===== src/hdl/sine_zero_crossing_phase_macros.svh =====
// Assertion macros shared by the zero-crossing phase estimator modules.
// Depends on a clock named clk and an active-low reset named rst_n in the using module.
// Bodies are empty when SYNTHESIS is defined.
`ifndef SINE_ZERO_CROSSING_PHASE_MACROS_SVH
`define SINE_ZERO_CROSSING_PHASE_MACROS_SVH

`ifndef SYNTHESIS

// Same-cycle implication
`define SZCP_ASSERT_IMPLIES(label, ante, cons) \
    label: assert property (@(posedge clk) disable iff (!rst_n) (ante) |-> (cons)) \
        else $error("szcp: implication check failed");

// Next-cycle implication
`define SZCP_ASSERT_NEXT(label, ante, cons) \
    label: assert property (@(posedge clk) disable iff (!rst_n) (ante) |=> (cons)) \
        else $error("szcp: next-cycle check failed");

`else

`define SZCP_ASSERT_IMPLIES(label, ante, cons)
`define SZCP_ASSERT_NEXT(label, ante, cons)

`endif

`endif


===== src/hdl/szcp_pkg.sv =====
// Shared widths and divider request/response types for the zero-crossing phase estimator.
// No dependencies.
package szcp_pkg;

    localparam int TIME_W    = 20;
    localparam int VALUE_W   = 16;
    localparam int MEAN_W    = 21;
    localparam int COUNT_W   = 11;
    localparam int SUM_W     = 32;

    // Shared restoring divider: dividend shift register, remainder, iteration count
    localparam int DIV_QW    = 36;
    localparam int DIV_RW    = 20;
    localparam int DIV_CNT_W = 6;

    typedef struct packed {
        logic                 start;
        logic [DIV_RW-1:0]    rem_init;
        logic [DIV_QW-1:0]    quo_init;
        logic [DIV_RW-1:0]    divisor;
        logic [DIV_CNT_W-1:0] iters;
    } div_req_t;

    typedef struct packed {
        logic              busy;
        logic              done;
        logic [DIV_QW-1:0] quo;
        logic [DIV_RW-1:0] rem;
    } div_rsp_t;

endpackage


===== src/hdl/szcp_div.sv =====
// Shared restoring divider, one quotient bit per cycle.
// Depends on szcp_pkg and sine_zero_crossing_phase_macros.svh.
`include "sine_zero_crossing_phase_macros.svh"

module szcp_div (
    input  logic               clk,
    input  logic               rst_n,
    input  szcp_pkg::div_req_t req,
    output szcp_pkg::div_rsp_t rsp
);
    import szcp_pkg::*;

    logic [DIV_RW-1:0]    rem_reg, rem_next;
    logic [DIV_QW-1:0]    quo_reg, quo_next;
    logic [DIV_RW-1:0]    dvs_reg, dvs_next;
    logic [DIV_CNT_W-1:0] cnt_reg, cnt_next;
    logic                 busy_reg, busy_next;
    logic                 done_reg, done_next;

    logic [DIV_RW:0]      shifted;
    logic [DIV_RW:0]      diff;
    logic                 fits;

    // One trial subtraction
    always_comb
    begin
        shifted = {rem_reg, quo_reg[DIV_QW-1]};
        diff    = shifted - {1'b0, dvs_reg};
        fits    = (shifted >= {1'b0, dvs_reg});
    end

    // Load on start, then shift a quotient bit in each cycle
    always_comb
    begin
        rem_next  = rem_reg;
        quo_next  = quo_reg;
        dvs_next  = dvs_reg;
        cnt_next  = cnt_reg;
        busy_next = busy_reg;
        done_next = 1'b0;
        if (req.start)
        begin
            rem_next  = req.rem_init;
            quo_next  = req.quo_init;
            dvs_next  = req.divisor;
            cnt_next  = req.iters;
            busy_next = 1'b1;
        end
        else if (busy_reg)
        begin
            rem_next = fits ? diff[DIV_RW-1:0] : shifted[DIV_RW-1:0];
            quo_next = {quo_reg[DIV_QW-2:0], fits};
            cnt_next = cnt_reg - 1'b1;
            if (cnt_reg == DIV_CNT_W'(1))
            begin
                busy_next = 1'b0;
                done_next = 1'b1;
            end
        end
    end

    // Control
    always_ff @(posedge clk or negedge rst_n)
    begin
        if (!rst_n)
        begin
            cnt_reg  <= '0;
            busy_reg <= 1'b0;
            done_reg <= 1'b0;
        end
        else
        begin
            cnt_reg  <= cnt_next;
            busy_reg <= busy_next;
            done_reg <= done_next;
        end
    end

    // Datapath
    always_ff @(posedge clk)
    begin
        rem_reg <= rem_next;
        quo_reg <= quo_next;
        dvs_reg <= dvs_next;
    end

    assign rsp.busy = busy_reg;
    assign rsp.done = done_reg;
    assign rsp.quo  = quo_reg;
    assign rsp.rem  = rem_reg;

    `SZCP_ASSERT_IMPLIES(a_busy_has_count, busy_reg, cnt_reg != '0)
    `SZCP_ASSERT_NEXT(a_start_loads, req.start, busy_reg)
    `SZCP_ASSERT_IMPLIES(a_done_after_busy, done_reg, $past(busy_reg) && !busy_reg)

endmodule


===== src/hdl/sine_zero_crossing_phase.sv =====
// Zero-crossing phase estimator: top level with sequencer and record state.
// Depends on szcp_pkg, szcp_div and sine_zero_crossing_phase_macros.svh.
//
//  channel  | handshake                  | payload
//  ---------+----------------------------+---------------------------------------------
//  in       | in_valid / in_stall        | sample_time, sample_value, last
//  out      | out_valid / out_stall      | mean_crossing, crossing_count, no_estimate
//  cfg      | cfg_valid / cfg_ready      | cfg_data (period)
//
// A sample without a crossing leaves the block idle unless it closes the record. A
// crossing sample holds in_stall through the interpolation divide and the crossing, fold,
// near and accumulate states; the first fold and the later fold may each run the divider.
// The closing sample adds the mean divide, skipped when the record is flagged, plus any wait on out_stall.
// Each divide runs on the shared restoring divider: one quotient bit per cycle
// (21 bits for interpolation, 20 for each fold, 33 for the mean).
// Reset restores period to 1280 and clears the record; no clearing pass is needed.
`include "sine_zero_crossing_phase_macros.svh"

module sine_zero_crossing_phase #(
    parameter int MAX_SAMPLES = 1024
) (
    input  logic                                clk,
    input  logic                                rst_n,
    // sample requests
    input  logic                                in_valid,
    output logic                                in_stall,
    input  logic        [szcp_pkg::TIME_W-1:0]  sample_time,
    input  logic signed [szcp_pkg::VALUE_W-1:0] sample_value,
    input  logic                                last,
    // result requests
    output logic                                out_valid,
    input  logic                                out_stall,
    output logic signed [szcp_pkg::MEAN_W-1:0]  mean_crossing,
    output logic        [szcp_pkg::COUNT_W-1:0] crossing_count,
    output logic                                no_estimate,
    // period register write
    input  logic                                cfg_valid,
    output logic                                cfg_ready,
    input  logic        [szcp_pkg::TIME_W-1:0]  cfg_data
);
    import szcp_pkg::*;

    localparam int IDX_W     = $clog2(MAX_SAMPLES + 1);
    localparam int DIFF_W    = TIME_W + 2;
    localparam int FOLD_W    = TIME_W + 3;
    localparam int MEAN_DW   = SUM_W + 1;

    localparam logic [TIME_W-1:0]  PERIOD_RESET = TIME_W'(1280);
    localparam logic [COUNT_W-1:0] COUNT_MAX    = '1;
    localparam int                 MIN_SAMPLES  = 3;
    localparam int                 FIRST_PAIR   = 2;

    localparam logic [MEAN_W-1:0]  MEAN_MAX = {1'b0, {(MEAN_W-1){1'b1}}};
    localparam logic [MEAN_W-1:0]  MEAN_MIN = {1'b1, {(MEAN_W-1){1'b0}}};

    localparam logic [DIV_CNT_W-1:0] ITER_INTERP = DIV_CNT_W'(TIME_W + 1);
    localparam logic [DIV_CNT_W-1:0] ITER_FOLD   = DIV_CNT_W'(TIME_W);
    localparam logic [DIV_CNT_W-1:0] ITER_MEAN   = DIV_CNT_W'(MEAN_DW);

    // Sequencer states
    localparam logic [3:0] S_IDLE  = 4'd0;
    localparam logic [3:0] S_MUL   = 4'd1;
    localparam logic [3:0] S_DIV   = 4'd2;
    localparam logic [3:0] S_CROSS = 4'd3;
    localparam logic [3:0] S_FIRST = 4'd4;
    localparam logic [3:0] S_FOLD  = 4'd5;
    localparam logic [3:0] S_NEAR  = 4'd6;
    localparam logic [3:0] S_ACC   = 4'd7;
    localparam logic [3:0] S_MEAN  = 4'd8;
    localparam logic [3:0] S_EMIT  = 4'd9;

    // Divider jobs
    localparam logic [1:0] OP_INTERP = 2'd0;
    localparam logic [1:0] OP_FIRST  = 2'd1;
    localparam logic [1:0] OP_LATER  = 2'd2;
    localparam logic [1:0] OP_MEAN   = 2'd3;

    // Control and record state
    logic [3:0]                state_reg, state_next;
    logic [1:0]                op_reg, op_next;
    logic                      last_reg, last_next;
    logic                      empty_reg, empty_next;
    logic                      out_valid_reg, out_valid_next;
    logic [TIME_W-1:0]         period_reg, period_next;
    logic [TIME_W-1:0]         prev_time_reg, prev_time_next;
    logic signed [VALUE_W-1:0] prev_value_reg, prev_value_next;
    logic [IDX_W-1:0]          sample_index_reg, sample_index_next;
    logic [TIME_W-1:0]         first_reg, first_next;
    logic                      have_first_reg, have_first_next;
    logic signed [SUM_W-1:0]   sum_reg, sum_next;
    logic [COUNT_W-1:0]        count_reg, count_next;

    // Per-crossing working registers
    logic [TIME_W-1:0]         x1_reg, x1_next;
    logic                      cross_neg_reg, cross_neg_next;
    logic [TIME_W-1:0]         dxmag_reg, dxmag_next;
    logic [VALUE_W-1:0]        negv_reg, negv_next;
    logic [VALUE_W-1:0]        den_reg, den_next;
    logic [TIME_W-1:0]         tc_reg, tc_next;
    logic signed [DIFF_W-1:0]  d_reg, d_next;

    // Result register
    logic signed [MEAN_W-1:0]  mean_reg, mean_next;
    logic [COUNT_W-1:0]        count_out_reg, count_out_next;
    logic                      flag_reg, flag_next;

    // Combinational helpers
    logic [TIME_W-1:0]         p_eff;
    logic                      accept;
    logic                      in_range;
    logic                      is_cross;
    logic [TIME_W:0]           dx_u;
    logic [TIME_W:0]           dx_abs;
    logic [VALUE_W:0]          den_w;
    logic [DIV_QW-1:0]         product;
    logic signed [DIFF_W-1:0]  d_full;
    logic signed [DIFF_W-1:0]  p_s;
    logic signed [DIFF_W-1:0]  dm;
    logic [DIFF_W-1:0]         abs_dm;
    logic [DIFF_W-1:0]         abs_d;
    logic signed [FOLD_W-1:0]  folded;
    logic signed [SUM_W:0]     sum_ext;
    logic [SUM_W-1:0]          sum_abs;
    logic [MEAN_DW-1:0]        mean_dividend;
    logic [MEAN_DW-1:0]        mag;
    logic                      out_free;

    div_req_t div_req;
    div_rsp_t div_rsp;

    szcp_div u_div (
        .clk   (clk),
        .rst_n (rst_n),
        .req   (div_req),
        .rsp   (div_rsp)
    );

    // A zero period acts as one
    assign p_eff = (period_reg == '0) ? TIME_W'(1) : period_reg;

    assign in_stall  = (state_reg != S_IDLE);
    assign accept    = in_valid && !in_stall;
    assign cfg_ready = 1'b1;
    assign out_free  = !out_valid_reg || !out_stall;

    // Crossing detection and interpolation operands
    always_comb
    begin
        in_range = (sample_index_reg < IDX_W'(MAX_SAMPLES));
        is_cross = in_range && (sample_index_reg >= IDX_W'(FIRST_PAIR))
                   && (prev_value_reg < 0) && (sample_value > 0);
        dx_u     = {1'b0, sample_time} - {1'b0, prev_time_reg};
        dx_abs   = dx_u[TIME_W] ? (~dx_u + 1'b1) : dx_u;
        den_w    = {sample_value[VALUE_W-1], sample_value}
                   - {prev_value_reg[VALUE_W-1], prev_value_reg};
        product  = negv_reg * dxmag_reg;
    end

    // Fold, accumulate and mean arithmetic
    always_comb
    begin
        p_s     = $signed({2'b00, p_eff});
        d_full  = $signed({2'b00, tc_reg} - {2'b00, first_reg});
        dm      = d_reg - p_s;
        abs_dm  = dm[DIFF_W-1] ? DIFF_W'(-dm) : DIFF_W'(dm);
        abs_d   = d_reg[DIFF_W-1] ? DIFF_W'(-d_reg) : DIFF_W'(d_reg);
        folded  = $signed({3'b000, first_reg}) + $signed({d_reg[DIFF_W-1], d_reg});
        sum_ext = $signed({sum_reg[SUM_W-1], sum_reg})
                  + $signed({{(SUM_W+1-FOLD_W){folded[FOLD_W-1]}}, folded});
        sum_abs = sum_reg[SUM_W-1] ? (~sum_reg + 1'b1) : sum_reg;
        mean_dividend = {1'b0, sum_abs} + MEAN_DW'(count_reg >> 1);
        mag     = div_rsp.quo[MEAN_DW-1:0];
    end

    // Sequencer
    always_comb
    begin
        state_next        = state_reg;
        op_next           = op_reg;
        last_next         = last_reg;
        empty_next        = empty_reg;
        out_valid_next    = out_valid_reg;
        period_next       = period_reg;
        prev_time_next    = prev_time_reg;
        prev_value_next   = prev_value_reg;
        sample_index_next = sample_index_reg;
        first_next        = first_reg;
        have_first_next   = have_first_reg;
        sum_next          = sum_reg;
        count_next        = count_reg;
        x1_next           = x1_reg;
        cross_neg_next    = cross_neg_reg;
        dxmag_next        = dxmag_reg;
        negv_next         = negv_reg;
        den_next          = den_reg;
        tc_next           = tc_reg;
        d_next            = d_reg;
        mean_next         = mean_reg;
        count_out_next    = count_out_reg;
        flag_next         = flag_reg;
        div_req           = '0;

        // result taken
        if (out_valid_reg && !out_stall)
        begin
            out_valid_next = 1'b0;
        end

        // period register write
        if (cfg_valid && cfg_ready)
        begin
            period_next = cfg_data;
        end

        unique case (state_reg)
            S_IDLE:
            begin
                if (accept)
                begin
                    last_next = last;
                    if (in_range)
                    begin
                        prev_time_next    = sample_time;
                        prev_value_next   = sample_value;
                        sample_index_next = sample_index_reg + 1'b1;
                    end
                    if (is_cross)
                    begin
                        x1_next        = prev_time_reg;
                        cross_neg_next = dx_u[TIME_W];
                        dxmag_next     = dx_abs[TIME_W-1:0];
                        negv_next      = ~prev_value_reg + 1'b1;
                        den_next       = den_w[VALUE_W-1:0];
                        state_next     = S_MUL;
                    end
                    else if (last)
                    begin
                        state_next = S_MEAN;
                    end
                end
            end
            // product goes straight into the divider registers
            S_MUL:
            begin
                div_req.start    = 1'b1;
                div_req.rem_init = DIV_RW'(product[DIV_QW-1:TIME_W+1]);
                div_req.quo_init = {product[TIME_W:0], {(DIV_QW-TIME_W-1){1'b0}}};
                div_req.divisor  = DIV_RW'(den_reg);
                div_req.iters    = ITER_INTERP;
                op_next          = OP_INTERP;
                state_next       = S_DIV;
            end
            S_DIV:
            begin
                if (div_rsp.done)
                begin
                    unique case (op_reg)
                        OP_INTERP:
                        begin
                            state_next = S_CROSS;
                        end
                        OP_FIRST:
                        begin
                            first_next      = (div_rsp.rem == '0) ? p_eff
                                                                  : div_rsp.rem[TIME_W-1:0];
                            have_first_next = 1'b1;
                            state_next      = S_FOLD;
                        end
                        OP_LATER:
                        begin
                            d_next     = $signed({2'b00, div_rsp.rem[TIME_W-1:0]})
                                         + DIFF_W'(1);
                            state_next = S_NEAR;
                        end
                        OP_MEAN:
                        begin
                            state_next = S_EMIT;
                        end
                        default:
                        begin
                            state_next = S_IDLE;
                        end
                    endcase
                end
            end
            // crossing time, truncated toward zero
            S_CROSS:
            begin
                tc_next    = cross_neg_reg ? (x1_reg - div_rsp.quo[TIME_W-1:0])
                                           : (x1_reg + div_rsp.quo[TIME_W-1:0]);
                state_next = S_FIRST;
            end
            // first crossing folded into one period
            S_FIRST:
            begin
                if (have_first_reg)
                begin
                    state_next = S_FOLD;
                end
                else if (tc_reg > p_eff)
                begin
                    div_req.start    = 1'b1;
                    div_req.rem_init = '0;
                    div_req.quo_init = {tc_reg, {(DIV_QW-TIME_W){1'b0}}};
                    div_req.divisor  = p_eff;
                    div_req.iters    = ITER_FOLD;
                    op_next          = OP_FIRST;
                    state_next       = S_DIV;
                end
                else
                begin
                    first_next      = tc_reg;
                    have_first_next = 1'b1;
                    state_next      = S_FOLD;
                end
            end
            // distance to first crossing, reduced into (0, period] when past it
            S_FOLD:
            begin
                if (d_full > p_s)
                begin
                    div_req.start    = 1'b1;
                    div_req.rem_init = '0;
                    div_req.quo_init = {d_full[TIME_W-1:0] - 1'b1,
                                        {(DIV_QW-TIME_W){1'b0}}};
                    div_req.divisor  = p_eff;
                    div_req.iters    = ITER_FOLD;
                    op_next          = OP_LATER;
                    state_next       = S_DIV;
                end
                else
                begin
                    d_next     = d_full;
                    state_next = S_NEAR;
                end
            end
            // one more period back if that lands nearer
            S_NEAR:
            begin
                if (abs_dm < abs_d)
                begin
                    d_next = dm;
                end
                state_next = S_ACC;
            end
            // saturating sum and count
            S_ACC:
            begin
                if (sum_ext[SUM_W] != sum_ext[SUM_W-1])
                begin
                    sum_next = sum_ext[SUM_W] ? {1'b1, {(SUM_W-1){1'b0}}}
                                              : {1'b0, {(SUM_W-1){1'b1}}};
                end
                else
                begin
                    sum_next = sum_ext[SUM_W-1:0];
                end
                if (count_reg != COUNT_MAX)
                begin
                    count_next = count_reg + 1'b1;
                end
                state_next = last_reg ? S_MEAN : S_IDLE;
            end
            // end of record: mean divide or flagged zero
            S_MEAN:
            begin
                if ((sample_index_reg < IDX_W'(MIN_SAMPLES)) || (count_reg == '0))
                begin
                    empty_next = 1'b1;
                    state_next = S_EMIT;
                end
                else
                begin
                    empty_next       = 1'b0;
                    div_req.start    = 1'b1;
                    div_req.rem_init = '0;
                    div_req.quo_init = {mean_dividend, {(DIV_QW-MEAN_DW){1'b0}}};
                    div_req.divisor  = DIV_RW'(count_reg);
                    div_req.iters    = ITER_MEAN;
                    op_next          = OP_MEAN;
                    state_next       = S_DIV;
                end
            end
            // load result register, clear record
            S_EMIT:
            begin
                if (out_free)
                begin
                    if (empty_reg)
                    begin
                        mean_next = '0;
                    end
                    else if (!sum_reg[SUM_W-1])
                    begin
                        mean_next = (mag > MEAN_DW'(MEAN_MAX)) ? MEAN_MAX
                                                               : mag[MEAN_W-1:0];
                    end
                    else
                    begin
                        mean_next = (mag > MEAN_DW'(MEAN_MIN)) ? MEAN_MIN
                                                               : (~mag[MEAN_W-1:0] + 1'b1);
                    end
                    count_out_next    = count_reg;
                    flag_next         = empty_reg;
                    out_valid_next    = 1'b1;
                    prev_time_next    = '0;
                    prev_value_next   = '0;
                    sample_index_next = '0;
                    first_next        = '0;
                    have_first_next   = 1'b0;
                    sum_next          = '0;
                    count_next        = '0;
                    state_next        = S_IDLE;
                end
            end
            default:
            begin
                state_next = S_IDLE;
            end
        endcase
    end

    // Control and record state
    always_ff @(posedge clk or negedge rst_n)
    begin
        if (!rst_n)
        begin
            state_reg        <= S_IDLE;
            op_reg           <= OP_INTERP;
            last_reg         <= 1'b0;
            empty_reg        <= 1'b0;
            out_valid_reg    <= 1'b0;
            period_reg       <= PERIOD_RESET;
            prev_time_reg    <= '0;
            prev_value_reg   <= '0;
            sample_index_reg <= '0;
            first_reg        <= '0;
            have_first_reg   <= 1'b0;
            sum_reg          <= '0;
            count_reg        <= '0;
        end
        else
        begin
            state_reg        <= state_next;
            op_reg           <= op_next;
            last_reg         <= last_next;
            empty_reg        <= empty_next;
            out_valid_reg    <= out_valid_next;
            period_reg       <= period_next;
            prev_time_reg    <= prev_time_next;
            prev_value_reg   <= prev_value_next;
            sample_index_reg <= sample_index_next;
            first_reg        <= first_next;
            have_first_reg   <= have_first_next;
            sum_reg          <= sum_next;
            count_reg        <= count_next;
        end
    end

    // Working and result payload
    always_ff @(posedge clk)
    begin
        x1_reg        <= x1_next;
        cross_neg_reg <= cross_neg_next;
        dxmag_reg     <= dxmag_next;
        negv_reg      <= negv_next;
        den_reg       <= den_next;
        tc_reg        <= tc_next;
        d_reg         <= d_next;
        mean_reg      <= mean_next;
        count_out_reg <= count_out_next;
        flag_reg      <= flag_next;
    end

    assign out_valid      = out_valid_reg;
    assign mean_crossing  = mean_reg;
    assign crossing_count = count_out_reg;
    assign no_estimate    = flag_reg;

    `SZCP_ASSERT_IMPLIES(a_div_free, div_req.start, !div_rsp.busy)
    `SZCP_ASSERT_IMPLIES(a_first_before_count, !have_first_reg, count_reg == '0)
    `SZCP_ASSERT_IMPLIES(a_count_needs_samples, count_reg != '0,
                         sample_index_reg >= IDX_W'(MIN_SAMPLES))
    `SZCP_ASSERT_IMPLIES(a_interp_fits,
                         (state_reg == S_DIV) && (op_reg == OP_INTERP) && div_rsp.done,
                         div_rsp.quo[DIV_QW-1:TIME_W] == '0)

endmodule


===== config.mk =====
export PLATFORM = sky130hd
export DESIGN_NAME = sine_zero_crossing_phase
export DESIGN_NICKNAME = d
export VERILOG_FILES = /design/src/hdl/szcp_pkg.sv /design/src/hdl/szcp_div.sv /design/src/hdl/sine_zero_crossing_phase.sv
export VERILOG_INCLUDE_DIRS = /design/src /design/src/hdl
export SDC_FILE = /design/constraint.sdc
export NUM_CORES = 2
export LEC_CHECK = 0
export ABC_AREA = 1
export BUFFER_PORTS_ARGS = -buffer_cell sky130_fd_sc_hd__buf_2
export CAP_MARGIN = 20
export CORE_ASPECT_RATIO = 0.8
export CORE_MARGIN = 3
export CORE_UTILIZATION = 55
export CTS_BUF_LIST = sky130_fd_sc_hd__clkbuf_4 sky130_fd_sc_hd__clkbuf_8 sky130_fd_sc_hd__clkbuf_16
export CTS_CLUSTER_SIZE = 20
export DETAILED_ROUTE_END_ITERATION = 8
export HOLD_SLACK_MARGIN = 0.02
export PLACE_DENSITY = 0.7
export SLEW_MARGIN = 0
export SYNTH_ARGS = -nofsm -noshare
export SYNTH_HDL_FRONTEND = slang
export SYNTH_SLANG_ARGS = --single-unit

===== constraint.sdc =====
create_clock -name clk -period 15.7 [get_ports clk]
set_input_delay 1.57 -clock clk [delete_from_list [all_inputs] [get_ports clk]]
set_output_delay 1.57 -clock clk [all_outputs]
set_load 0.05 [all_outputs]

==> flow_metrics.tcl <==
set metrics [dict create \
    numCtsBuffers 44 \
    timing.fmax_mhz 143 \
    rr_worst_depth 21 \
    place_ws_ns 8.90 \
    finalHoldViolCount 0 \
    grt_max_degree 74 \
    fp-row-count 90 \
    power_density_mw_per_mm2 56.2 \
    end_kind "flip-flop" \
    cap_violations 0 \
    setup_tns_ns 0 \
    wl_per_cell_um 21.7 \
    rsz0062_at_grt "no" \
    yosys_most_used_dff "edfxtp_1" \
    drt_iter0_markers 4811 \
    startpoint_type "flip-flop" \
    yosysTopAreaCell "edfxtp_1" \
    cts-root-buf "clkbuf_16" \
    grt-ovfl-total 0 \
    crit_fanout 20 \
    vias 39000 \
    pwr-share-clk_pct 46.0 \
    track_usage_pct 36.1 \
    syn-num-nets 6363 \
    worstPathRequired_ns 16.03 \
    syn_inst 5667 \
    relSlewSlack_pct 23.0 \
    hold_path.startpoint "prev_time_reg[19]" \
    io_buffers 96 \
    setup_ws_ns 8.71 \
    p_comb_share_pct 12.3 \
    ir_drop_uv 97.2 \
    min_path_cells 0 \
    synth_area_leaders "edfxtp_1, fa_1, nand2_1" \
    largest_register_ffs 36 \
    antenna_found_initial 4 \
    drive_gt1_share_pct 6.27 \
    internal_power_w 0.00182 \
    cts.reportedPaths.clkPinSlew_ns 0.06 \
    final_area_mm2 0.0450 \
    path_class "reg -> reg" \
    power.leakage_nw 22.2 \
    hp-class "reg -> reg" \
    period_needed_ns 6.99 \
    fin_cells 6724 \
    async_flop_share_pct 39.8 \
    drtPass1Iterations 6 \
    yosysTopAreaCellShare_pct 16.0 \
    pin_count 98 \
    hpwl_um 118000 \
    slew_viol_final 0 \
    yosys_warnings 0 \
    cts_setup_buffers 0 \
    rrSetupSlack_ns 8.71 \
    vias_per_cell 5.80 \
    avgSynthCellArea_um2 7.43 \
    postCtsHoldBufs 0 \
    dp.cells 6638 \
    ys_top_cells_by_count "nand2_1, inv_1, nor2_1" \
    die_area_mm2 0.0799 \
    cts_tree "yes" \
    die_height_um 253 \
    cts_sinks 372 \
    insertion_delay_ns 0.64 \
    finClkSkew_ns 0.0533 \
    yosysMostFrequentCell "nand2_1" \
    drc 0 \
    fin_crit_sh_pct 44.5 \
    syn2layout_area_growth_pct 7.00 \
    h-tree-depth 2 \
    p_sw_share_pct 28.0 \
    grt_pass1_vias 35800 \
    routed_wl_um 146000 \
    cts_resized 0 \
    min_to "x1_reg[19]" \
    synth-edff-count 224 \
    timing.rr.start "negv_reg[6]" \
    place_area_mm2 0.0434 \
    setup_viol 0 \
    ys_seq_elements 372 \
    seq_area_frac_synth_pct 24.8 \
    ant_nets 0 \
    grt_pass1_wl_um 220000 \
    nets 6370 \
    cts_buffer_depth 3 \
    tightest_slew_ns 1.15 \
    start_util_pct 55.7 \
    ys_types 71 \
    core-area_mm2 0.0756 \
    p_switching_w 0.000708 \
    hold_ws_ns 0.448 \
    outcome "finished clean" \
    timing.rr.end "u_div.quo_reg[31]" \
    gp_congestion 1.03 \
    die_x_um 315 \
    power.share.sequential_pct 41.7 \
    synth_area_mm2 0.0421 \
    arrival_ns 7.32 \
]
worst max-delay path, stage by stage (launching register included):
cell      delay (ns)
edfxtp_1        0.88
nand2_1         0.18
fa_1            0.58
inv_1           0.06
fa_1            0.53
inv_1           0.05
fa_1            0.48
fa_1            0.49
inv_1           0.05
fa_1            0.51
fa_1            0.49
ha_1            0.41
a21oi_1         0.28
o21a_1          0.16
nand2_1         0.23
a21oi_1         0.41
inv_1           0.10
or2_2           0.28
nand3_1         0.10
o21ai_0         0.18
nor2_1          0.15
nand3_1         0.08
routing by layer:
metal	wire length [um]	track usage [%]	vias to the layer above	share of wire [%]
met5	12	0	-	0.0082
met4	3730	8.05	2	2.6
met3	18700	11.2	231	13
met2	57500	49.7	2108	39
met1	65800	55.1	18400	45
li1	-	-	18300	-
power by group through the flow:
stage / Sequential [W] / Combinational (W) / Clock (W)
3_5_place_dp: 0.00108 / 0.000301 / 0
6_report: 0.00106 / 0.000311 / 0.00116
3_3_place_gp: 0.00107 / 0.000298 / 0
2_1_floorplan: 0.00107 / 0.000197 / 0
4_1_cts: 0.00106 / 0.000303 / 0.00117
5_1_grt: 0.00106 / 0.000340 / 0.00121
layout make-up:
class | count | area [um^2]
multi-input combinational | 4155 | 27300
timing repair buffer | 119 | 699
inverter | 982 | 3690
clock buffer | 57 | 1220
fill | 7005 | 30500
antenna | 2 | 5.00
sequential | 372 | 10400
tap | 1012 | 1270
clock inverter | 25 | 395
metrics by stage:
step | util, % | total power (W)
final | 59.6 | 0.00253
after global routing | 59.6 | 0.00261
after CTS | 59.5 | 0.00253
after detailed placement | 57.4 | 0.00138
after global placement | 57.4 | 0.00137
after floorplan | - | 0.00127
cells in the final DEF (no fill, tap or decap), types with 9 or more instances in the layout:
cell	n
nand3_2	14
nand3_1	288
xor2_1	149
fa_1	278
xnor2_1	73
inv_2	15
o21bai_1	17
nor3_1	65
a21o_1	16
o221ai_1	22
buf_4	21
ha_1	356
a21oi_1	282
nor2_1	399
o211ai_1	30
nand3b_1	26
dfrtp_1	146
nand2_2	25
clkbuf_4	9
inv_1	966
buf_2	95
nand4_1	95
a31oi_1	15
o21ai_1	18
nor3_2	12
clkbuf_16	44
nor2_4	13
o22ai_1	23
o21ai_0	296
edfxtp_1	224
o21a_1	14
nor2_2	28
nand2_1	1472
nor4_1	22
or2_2	24
worst max-delay path by stage:
stage	from	endpoint	slack [ns]	cells past startpoint
2_1_floorplan	dxmag_reg[8]	u_div.rem_reg[6]	9.76	27
3_3_place_gp	negv_reg[6]	u_div.quo_reg[31]	8.90	21
3_5_place_dp	negv_reg[6]	u_div.quo_reg[31]	8.90	21
4_1_cts	negv_reg[6]	u_div.quo_reg[31]	8.86	21
5_1_grt	negv_reg[6]	u_div.quo_reg[31]	8.60	21
6_report	negv_reg[6]	u_div.quo_reg[31]	8.71	21
logic make-up after synthesis:
| group | count (synthesis) | share of synthesized area, % |
|---|---|---|
| AO/OA/AOI/OAI | 793 | 10.7 |
| XOR/XNOR | 225 | 4.76 |
| adder cells (fa/ha/maj) | 634 | 23.8 |
| buffers and inverters | 1140 | 10.4 |
| flip-flops | 372 | 24.8 |
| multiplexers | 1 | 0.0238 |
| other | 1 | 0.00891 |
| AND/OR/NAND/NOR | 2501 | 25.5 |
(Power assumes the default switching activity.)
